`src/hdl/tdu_pkg.sv`:
```
// Shared types and constants for the TDC data word unpacker.
// Holds word tags, result kinds and the result/decode structs.
// No dependencies; compiled first.
package tdu_pkg;

    // Word tags in bits 31..28
    typedef enum logic [3:0] {
        TAG_TRIGGER  = 4'h2,
        TAG_LEADING  = 4'h4,
        TAG_TRAILING = 4'h5,
        TAG_TRIG_FLG = 4'hA,
        TAG_GEO      = 4'hC,
        TAG_HEADER   = 4'hD,
        TAG_SEPARATE = 4'hE
    } tag_t;

    // Result kinds
    localparam logic [1:0] KIND_LEADING  = 2'd0;
    localparam logic [1:0] KIND_TRAILING = 2'd1;
    localparam logic [1:0] KIND_SUMMARY  = 2'd2;

    // Highest valid module number
    localparam logic [6:0] MODULE_MAX = 7'd124;

    typedef struct packed {
        logic [1:0]  result_kind;
        logic [6:0]  module_number;
        logic [7:0]  global_channel;
        logic [20:0] hit_time;
        logic [31:0] raw_word;
        logic        trigger_seen_flag;
        logic        last_result;
    } result_t;

    // Results produced by one decoded word
    typedef struct packed {
        logic    hit_valid;
        result_t hit;
        logic    sum_valid;
        result_t summary;
    } decode_t;

endpackage

```
`src/hdl/tdu_decode.sv`:
```
// Word decoder and per-event state for the TDC data word unpacker.
// Decodes one registered word into up to two results and updates the event state.
// Depends on tdu_pkg.
module tdu_decode (
    input  logic            clk,
    input  logic            rst_n,
    input  logic            step,
    input  logic [31:0]     data_word,
    input  logic            first_word,
    input  logic            last_word,
    output tdu_pkg::decode_t dec
);
    import tdu_pkg::*;

    logic        geo_valid_reg,    geo_valid_next;
    logic        half_module_reg,  half_module_next;
    logic [6:0]  module_id_reg,    module_id_next;
    logic [31:0] trigger_word_reg, trigger_word_next;
    logic        trigger_seen_reg, trigger_seen_next;

    logic        geo_cur;
    logic        half_cur;
    logic [6:0]  mod_cur;
    logic [31:0] trig_cur;
    logic        seen_cur;
    logic [3:0]  tag;
    logic [3:0]  tdc;
    logic [2:0]  chan;
    logic        is_hit;

    assign tag  = data_word[31:28];
    assign tdc  = data_word[27:24];
    assign chan = data_word[23:21];

    // First word starts from a cleared event
    assign geo_cur  = first_word ? 1'b0  : geo_valid_reg;
    assign half_cur = first_word ? 1'b0  : half_module_reg;
    assign mod_cur  = first_word ? 7'd0  : module_id_reg;
    assign trig_cur = first_word ? 32'd0 : trigger_word_reg;
    assign seen_cur = first_word ? 1'b0  : trigger_seen_reg;

    // State update by tag
    always_comb
    begin
        geo_valid_next    = geo_cur;
        half_module_next  = half_cur;
        module_id_next    = mod_cur;
        trigger_word_next = trig_cur;
        trigger_seen_next = seen_cur;
        is_hit            = 1'b0;
        unique case (tag)
            TAG_TRIGGER:
            begin
                if (!seen_cur)
                begin
                    trigger_word_next = data_word;
                    trigger_seen_next = 1'b1;
                end
            end
            TAG_GEO:
            begin
                half_module_next = data_word[0];
                module_id_next   = data_word[7:1];
                geo_valid_next   = 1'b1;
            end
            TAG_LEADING, TAG_TRAILING:
            begin
                is_hit = geo_cur && (mod_cur != 7'd0) && (mod_cur <= MODULE_MAX);
            end
            default:
            begin
                is_hit = 1'b0;
            end
        endcase
    end

    // Hit and summary results
    always_comb
    begin
        dec.hit_valid                = is_hit;
        dec.hit.result_kind          = (tag == TAG_LEADING) ? KIND_LEADING : KIND_TRAILING;
        dec.hit.module_number        = mod_cur;
        dec.hit.global_channel       = 8'(chan) + {3'd0, tdc[1:0], 3'd0}
                                       + {2'd0, tdc[3:2], 4'd0} + {3'd0, tdc[3:2], 3'd0}
                                       + (half_cur ? 8'd96 : 8'd0);
        dec.hit.hit_time             = {data_word[18:0], data_word[20:19]};
        dec.hit.raw_word             = data_word;
        dec.hit.trigger_seen_flag    = 1'b0;
        dec.hit.last_result          = !last_word;

        dec.sum_valid                = last_word;
        dec.summary.result_kind      = KIND_SUMMARY;
        dec.summary.module_number    = 7'd0;
        dec.summary.global_channel   = 8'd0;
        dec.summary.hit_time         = 21'd0;
        dec.summary.raw_word         = trigger_word_next;
        dec.summary.trigger_seen_flag = trigger_seen_next;
        dec.summary.last_result      = 1'b1;
    end

    // Event state
    always_ff @(posedge clk or negedge rst_n)
    begin
        if (!rst_n)
        begin
            geo_valid_reg    <= 1'b0;
            half_module_reg  <= 1'b0;
            module_id_reg    <= 7'd0;
            trigger_word_reg <= 32'd0;
            trigger_seen_reg <= 1'b0;
        end
        else if (step)
        begin
            geo_valid_reg    <= geo_valid_next;
            half_module_reg  <= half_module_next;
            module_id_reg    <= module_id_next;
            trigger_word_reg <= trigger_word_next;
            trigger_seen_reg <= trigger_seen_next;
        end
    end

endmodule

```
`src/hdl/tdu_result_fifo.sv`:
```
// Result queue for the TDC data word unpacker: takes up to two results
// per cycle, gives one per cycle while pop is high. Depends on tdu_pkg.
module tdu_result_fifo #(
    parameter int DEPTH = 4
) (
    input  logic             clk,
    input  logic             rst_n,
    input  logic             push0,
    input  tdu_pkg::result_t data0,
    input  logic             push1,
    input  tdu_pkg::result_t data1,
    output logic             room2,
    output logic             head_valid,
    output tdu_pkg::result_t head,
    input  logic             pop
);
    import tdu_pkg::*;

    localparam int PTR_W = (DEPTH > 2) ? $clog2(DEPTH) : 1;
    localparam int CNT_W = $clog2(DEPTH + 1);

    result_t            entry_reg [DEPTH];
    logic [PTR_W-1:0]   wr_ptr_reg, wr_ptr_next;
    logic [PTR_W-1:0]   rd_ptr_reg, rd_ptr_next;
    logic [CNT_W-1:0]   count_reg,  count_next;
    logic [PTR_W-1:0]   wr_addr1;
    logic [1:0]         n_push;
    logic               do_pop;

    function automatic logic [PTR_W-1:0] ptr_inc(input logic [PTR_W-1:0] p);
        ptr_inc = (p == PTR_W'(DEPTH - 1)) ? '0 : p + PTR_W'(1);
    endfunction

    assign room2      = (count_reg <= CNT_W'(DEPTH - 2));
    assign head_valid = (count_reg != '0);
    assign head       = entry_reg[rd_ptr_reg];
    assign do_pop     = pop && head_valid;
    assign wr_addr1   = ptr_inc(wr_ptr_reg);

    // Pointer and count update; push1 alone is packed into the first slot
    always_comb
    begin
        n_push      = {1'b0, push0} + {1'b0, push1};
        wr_ptr_next = wr_ptr_reg;
        if (n_push == 2'd1)
            wr_ptr_next = wr_addr1;
        else if (n_push == 2'd2)
            wr_ptr_next = ptr_inc(wr_addr1);
        rd_ptr_next = do_pop ? ptr_inc(rd_ptr_reg) : rd_ptr_reg;
        count_next  = count_reg + CNT_W'(n_push) - CNT_W'(do_pop);
    end

    always_ff @(posedge clk or negedge rst_n)
    begin
        if (!rst_n)
        begin
            wr_ptr_reg <= '0;
            rd_ptr_reg <= '0;
            count_reg  <= '0;
        end
        else
        begin
            wr_ptr_reg <= wr_ptr_next;
            rd_ptr_reg <= rd_ptr_next;
            count_reg  <= count_next;
        end
    end

    // Entry storage
    always_ff @(posedge clk)
    begin
        if (push0)
        begin
            entry_reg[wr_ptr_reg] <= data0;
            if (push1)
                entry_reg[wr_addr1] <= data1;
        end
        else if (push1)
        begin
            entry_reg[wr_ptr_reg] <= data1;
        end
    end

endmodule

```
`src/hdl/tdc_data_word_unpacker.sv`:
```
// Top level of the TDC data word unpacker: input register, decoder, result queue.
// Depends on tdu_pkg, tdu_decode and tdu_result_fifo.
//
//   Channel | Handshake            | Payload
//   --------+----------------------+---------------------------------------------
//   in      | in_valid / in_ready  | data_word, first_word, last_word
//   out     | out_valid / out_ready| result_kind, module_number, global_channel,
//           |                      | hit_time, raw_word, trigger_seen_flag,
//           |                      | last_result
//
// One item per cycle is accepted while two queue entries are free; its results pass
// from the input register into the result queue and are on the outputs from there.
// The held item waits in the input register while fewer than two queue entries
// are free, whether it gives one result or two.
// Reset clears the event state, the input register and the queue.
// out_ready low fills the RESULT_DEPTH-entry queue; in_ready drops once fewer
// than two entries are free.
module tdc_data_word_unpacker #(
    parameter int RESULT_DEPTH = 4
) (
    input  logic        clk,
    input  logic        rst_n,
    input  logic        in_valid,
    output logic        in_ready,
    input  logic [31:0] data_word,
    input  logic        first_word,
    input  logic        last_word,
    output logic        out_valid,
    input  logic        out_ready,
    output logic [1:0]  result_kind,
    output logic [6:0]  module_number,
    output logic [7:0]  global_channel,
    output logic [20:0] hit_time,
    output logic [31:0] raw_word,
    output logic        trigger_seen_flag,
    output logic        last_result
);
    import tdu_pkg::*;

    logic        ivalid_reg;
    logic [31:0] iword_reg;
    logic        ifirst_reg;
    logic        ilast_reg;
    logic        step;
    logic        room2;
    decode_t     dec;
    result_t     head;

    // Decode the held item when the queue can take both possible results
    assign step     = ivalid_reg && room2;
    assign in_ready = !ivalid_reg || step;

    // Input register
    always_ff @(posedge clk or negedge rst_n)
    begin
        if (!rst_n)
            ivalid_reg <= 1'b0;
        else if (in_ready)
            ivalid_reg <= in_valid;
    end

    always_ff @(posedge clk)
    begin
        if (in_ready && in_valid)
        begin
            iword_reg  <= data_word;
            ifirst_reg <= first_word;
            ilast_reg  <= last_word;
        end
    end

    tdu_decode u_decode (
        .clk        (clk),
        .rst_n      (rst_n),
        .step       (step),
        .data_word  (iword_reg),
        .first_word (ifirst_reg),
        .last_word  (ilast_reg),
        .dec        (dec)
    );

    tdu_result_fifo #(
        .DEPTH (RESULT_DEPTH)
    ) u_fifo (
        .clk        (clk),
        .rst_n      (rst_n),
        .push0      (step && dec.hit_valid),
        .data0      (dec.hit),
        .push1      (step && dec.sum_valid),
        .data1      (dec.summary),
        .room2      (room2),
        .head_valid (out_valid),
        .head       (head),
        .pop        (out_ready)
    );

    // Result fields
    assign result_kind       = head.result_kind;
    assign module_number     = head.module_number;
    assign global_channel    = head.global_channel;
    assign hit_time          = head.hit_time;
    assign raw_word          = head.raw_word;
    assign trigger_seen_flag = head.trigger_seen_flag;
    assign last_result       = head.last_result;

endmodule

```
`config.mk`:
```
export PLATFORM = sky130hd
export DESIGN_NAME = tdc_data_word_unpacker
export DESIGN_NICKNAME = d
export VERILOG_FILES = /design/src/hdl/tdu_pkg.sv /design/src/hdl/tdu_decode.sv /design/src/hdl/tdu_result_fifo.sv /design/src/hdl/tdc_data_word_unpacker.sv
export SDC_FILE = /design/constraint.sdc
export NUM_CORES = 1
export LEC_CHECK = 0
export ABC_CLOCK_PERIOD_IN_PS = 11700
export BUFFER_PORTS_ARGS = -buffer_cell sky130_fd_sc_hd__buf_2
export CAP_MARGIN = 25
export CORE_ASPECT_RATIO = 0.7
export CORE_MARGIN = 4
export CORE_UTILIZATION = 62
export CTS_CLUSTER_SIZE = 10
export DETAILED_ROUTE_END_ITERATION = 16
export GPL_ROUTABILITY_DRIVEN = 0
export PLACE_DENSITY = 0.9
export SLEW_MARGIN = 20
export SYNTH_ARGS = -nofsm -noshare
export SYNTH_HDL_FRONTEND = slang
export SYNTH_SLANG_ARGS = --single-unit
```
`constraint.sdc`:
```
create_clock -name clk -period 11.7 [get_ports clk]
set_input_delay 1.17 -clock clk [delete_from_list [all_inputs] [get_ports clk]]
set_output_delay 1.17 -clock clk [all_outputs]
set_load 0.1 [all_outputs]
```
Word-level counts from Yosys, hierarchy flattened. Memory sizes are Yosys's and may differ from the RTL's. Index checks and enable logic that the tools add are counted.

Register bits: 84. Memory bits (writable): 288. Input port bits: 38. Output and inout bits: 74. Logic and storage cells: 76. Memories: 1.

Memory list: u_fifo.entry_reg (depth 4, bits a word 72, rd ports 1, clocked after Yosys merged registers in 0, wr ports 2, line tdu_result_fifo.sv:22) `result_t entry_reg [DEPTH];`.

Add/subtract/negate cells: 10. Magnitude comparators: 2. Equality and inequality tests: 9. Muxes and demuxes: 27. Bitwise operators: 1. Reductions and logical operators: 14.

Operator list (number): $mux W32 (3); $mux W72 (1); $mux W7 (3); $mux W1 (15); $mux W2 (5); $add A8 B5 Y8 (1); $add A8 B6 Y8 (1); $add A8 B8 Y8 (1); $eq A2 B2 Y1 const B (4); $eq A4 B3 Y1 const B (2); $le A7 B7 Y1 const B (1); $logic_and A1 B1 Y1 (7); $reduce_bool A7 Y1 (1); $add A2 B1 Y2 const B (3); $add A3 B5 Y6 (1); $eq A4 B2 Y1 const B (1); $eq A4 B4 Y1 const B (1); $add A3 B2 Y3 (1); $le A3 B2 Y1 const B (1); $reduce_bool A3 Y1 (1); $sub A3 B1 Y3 (1); $add A1 B1 Y2 (1); $eq A2 B1 Y1 const B (1); $logic_not A1 Y1 (2); other kinds (4) (4).

Depth between registers and ports, before layout.
Depth in word-level cells: 10. Mapped depth: 12. Mapped depth without buffers: 10.

Cells and area by module. Synthesis repeated with hierarchy kept, for this count alone.

Cell total of the unflattened synthesis: 1114. Area total of the unflattened synthesis: 18848.1 um^2.

By module, submodules not included: tdu_result_fifo (instances 1, cells each 759, area each 14740.4 um^2, sequential area each 8823.5 um^2); tdu_decode (instances 1, cells each 314, area each 3014.1 um^2, sequential area each 1051.0 um^2); tdc_data_word_unpacker (instances 1, cells each 41, area each 1093.5 um^2, sequential area each 1046.0 um^2).

Worst setup path before layout. No wires, ideal clock.

Path type: register -> register. From: reg iword_reg[30]. To: mem u_fifo.entry_reg[1][10] (netlist name) (enable). Library setup time: 0.408 ns. Data arrival time: 3.260 ns. Slack: 8.032 ns. Stages on the path, launching flop included: 11. Period minus slack after synthesis: 3.668 ns. Cells stage by stage: edfxtp_1 buf_2 nor2b_1 nand3_1 or4_1 ha_1 clkbuf_1 nor2b_1 nor2_1 inv_1 clkbuf_1.

RTL lines: start, declared (line tdc_data_word_unpacker.sv:41) `logic [31:0] iword_reg;`; start signal, assigned (line tdc_data_word_unpacker.sv:66) `iword_reg <= data_word;`; end, declared (line tdu_result_fifo.sv:22).

Worst setup path in the final report.
From: reg u_fifo.rd_ptr_reg[0]. To: out raw_word[24].

Word-level cells in the longest chain between the ends: 1.

Ends and longest elaborated chain: start, declared (line tdu_result_fifo.sv:24) `logic [PTR_W-1:0] rd_ptr_reg, rd_ptr_next;`; start signal, assigned (line tdu_result_fifo.sv:64) `rd_ptr_reg <= rd_ptr_next;`; $mem_v2 Z4 W72; end, declared (line tdc_data_word_unpacker.sv:34) `output logic [31:0] raw_word,`.

No other way between the ends.

==> results.md <==
* Top Ports at 112
* Rel. slew slack at 22.7%
* Largest net degree at the start of global routing at 102
* Num CTS Buffers at 43
* Pins over their slew limit at 0
* FF+latch count, synth at 372
* Hold crit path type: register to register
* Total Die Area at 30,800 sq um
* Initial antenna violation count at 0
* Multiplexer share of the synthesized area at 9.45%
* Synth cell count leaders: edfxtp_1, dfxtp_1, clkbuf_1
* CP max-delay cell: dfrtp_4
* Synth area leaders: edfxtp_1, dfxtp_1, mux4_2
* Layout cell share with drive strength beyond 1 at 19.1%
* CP Buf/Inv Count at 2
* Post-synthesis sequential area ratio at 53.8%
* Root buf cell: clkbuf_16
* DR vias/cell at 7.50
* Fill count at 1,797
* Reg2reg setup slack at 7.62 ns
* Area of the core at 27,200 sq um
* Adder-Cell Fraction of Synth Area at 1.71%
* Yosys warns at 0
* Clk_skew at 0.0221 ns
* Multi-input gate area at 6960 sq um
* Final worst path period share at 38.5%
* Post-CTS Resized at 0
* IR drop worst, VDD at 0.000314 V
* Wire length per cell at 27.9 um
* Yosys top cell area share at 28.7%
* Reg2Reg Capture Point: u_fifo.entry_reg[0][47]
* Row cnt at 50
* DRC at 0
* Count leader, synth: edfxtp_1
* Max_cap viols at 0
* Syn Inst Count at 1,467
* Dpl hpwl at 29.8 mm
* DP Area at 18,000 sq um
* CP Launch Type: register
* CP endpoint: raw_word[24]
* Later-pin clock latency in the skew report at 0.56 ns
* Xor and xnor area share after synthesis at 0.201%
* Post-Synth Simple-Gate Area at 6.77%
* Detail Route Antenna Nets at 0
* Synth area leader: edfxtp_1
* Worst EP arrival at 3.33 ns
* Synth async-reset ratio at 13.4%
* Die Wd at 208 um
* Fin area at 19,300 sq um
* FF-to-FF Start: u_decode.module_id_reg[0]
* Number of synthesized flops with an enable pin at 166
* Mapped Area at 17,400 sq um
* First-pass GRT wire length at 81.2 mm
* Post-CTS Setup Bufs at 0
* Antenna fix cells at 0
* Tightest Pin Transition at 1.16 ns
* Outcome: finished, final reports clean
* Cell count along the critical path at 3
* Fmax at 0.222 GHz
* Tmin final at 4.50 ns
* Initial DRT Pass Iterations at 7
* Post-CTS Hold Buffers at 0
* Reg2reg path depth at 9
* Vias in the first global route at 14,200
* Largest fanout on the critical path at 39
* Clk pin slew, worst setup/hold paths at 0.05 ns
* Top_reg_cell synth: edfxtp_1
* Initial DRC count at 2,430
* CP Data Required Time at 10.53 ns
* Sequential cell area at 9370 sq um
* Type of the worst setup path: register to output port
* CTS Sinks at 372
* Setup Viol. Count Final at 0
* Critical path's largest stage delay at 0.93 ns
* Compound-cell area share of the yosys netlist at 21.4%
* Lkg Pwr at 7.14 nW
* Nets at 1,549
* Setup TNS at 0 ns
* Total gr overflow at 0
* H-tree depth at 2
* CP startpoint: u_fifo.rd_ptr_reg[0]
* Mapped Avg Cell Area at 11.9 sq um
* CP cell instances: buf_4 -> mux4_2 -> buf_2
* Distinct cell type count of the synthesized netlist at 48
* Synth Net Count at 1,527
* Clk buf depth at 3
* CTS tree: yes
* Initial core utilization at 64.1%
* Top delay family on crit path: buffers and inverters
* Flip-flop count of the largest register after layout at 288
* RSZ-0062 raised after global routing: false
* Drt total wl at 52.7 mm
* Worst setup EP type: output port
* Cell Pwr Density at 322 nW/um^2
* Final Hold Fails at 0
* Main combinational cell family by area after synthesis: compound AO/OA/AOI/OAI gates
* Area grow syn2layout at 11.2%
* GRT Overall Usage at 33.4%
* Die height at 148 um
* Vias post-DR at 14,200
* Port Buffers at 111
-- report_power, final --
group | switching (mW) | internal [mW] | total (mW)
registers | 0.310 | 1.71 | 2.02
clock network | 0.527 | 0.707 | 1.23
logic | 2.25 | 0.727 | 2.98
total | 3.09 | 3.15 | 6.24
-- cell usage in the layout, fill, tap and decap left out, types with 6 or more instances in the layout --
cell type,instances
edfxtp_1,166
dfxtp_1,156
inv_1,116
o2111ai_1,112
buf_2,112
o211ai_1,111
nand3_1,110
o21ai_0,106
mux4_2,72
dfrtp_1,48
clkbuf_16,44
nand2b_1,35
clkbuf_1,33
buf_4,33
a21oi_1,31
o2bb2ai_1,28
a32o_1,28
a221o_1,28
nor2_1,21
a22o_1,20
ha_1,19
nand2_1,10
and2_1,9
nor2b_1,6
-- metrics by stage --
step                total power [mW]  setup slack, ns  hold WS (ns)  utilization (%)  cells
floorplan                       4.35             8.03         0.427                -   1467
global placement                4.87             7.56         0.440             66.4   1805
detailed placement              4.96             7.37         0.445             66.4   1806
CTS                             6.19             7.15         0.462             71.1   1886
global route                    6.44             7.01         0.476             71.2   1888
finish                          6.24             7.20         0.462             71.2   1888
-- worst min-delay path by stage --
stage	slack, ns	cells past startpoint	endpoint	startpoint
floorplan	0.43	1	u_fifo.entry_reg[2][58]	u_fifo.entry_reg[2][58]
global placement	0.44	1	u_fifo.entry_reg[1][59]	u_fifo.entry_reg[1][59]
detailed placement	0.44	1	u_fifo.entry_reg[2][62]	u_fifo.entry_reg[2][62]
CTS	0.46	1	u_fifo.entry_reg[2][63]	u_fifo.entry_reg[2][63]
global route	0.48	1	u_fifo.entry_reg[0][59]	u_fifo.entry_reg[0][59]
finish	0.46	1	u_fifo.entry_reg[2][63]	u_fifo.entry_reg[2][63]
-- logic make-up after synthesis --
logic type / count (synthesis)
compound gates: 489
xor+xnor: 4
fa+ha+maj: 22
buf+inv: 290
flops: 372
mux: 74
simple gates: 216
-- area by class of cell --
| cell class | count | share of cell area (%) |
|---|---|---|
| clock buffers | 77 | 6.33 |
| clock inverters | 3 | 0.175 |
| inverters | 120 | 2.33 |
| multi-input cells | 805 | 36.0 |
| flip-flops and latches | 372 | 48.4 |
| well taps | 364 | 2.35 |
| repair buffers | 147 | 4.42 |
-- per-layer routing --
layer | global-route usage, % | wire, um | vias to the layer above
li1 | - | - | 5816
met1 | 45.1 | 19100 | 6793
met2 | 50.8 | 23500 | 1252
met3 | 9.61 | 7480 | 300
met4 | 15.3 | 2700 | 0
met5 | 0 | 0 | -
No activity file was read; power rests on OpenSTA's default activity.
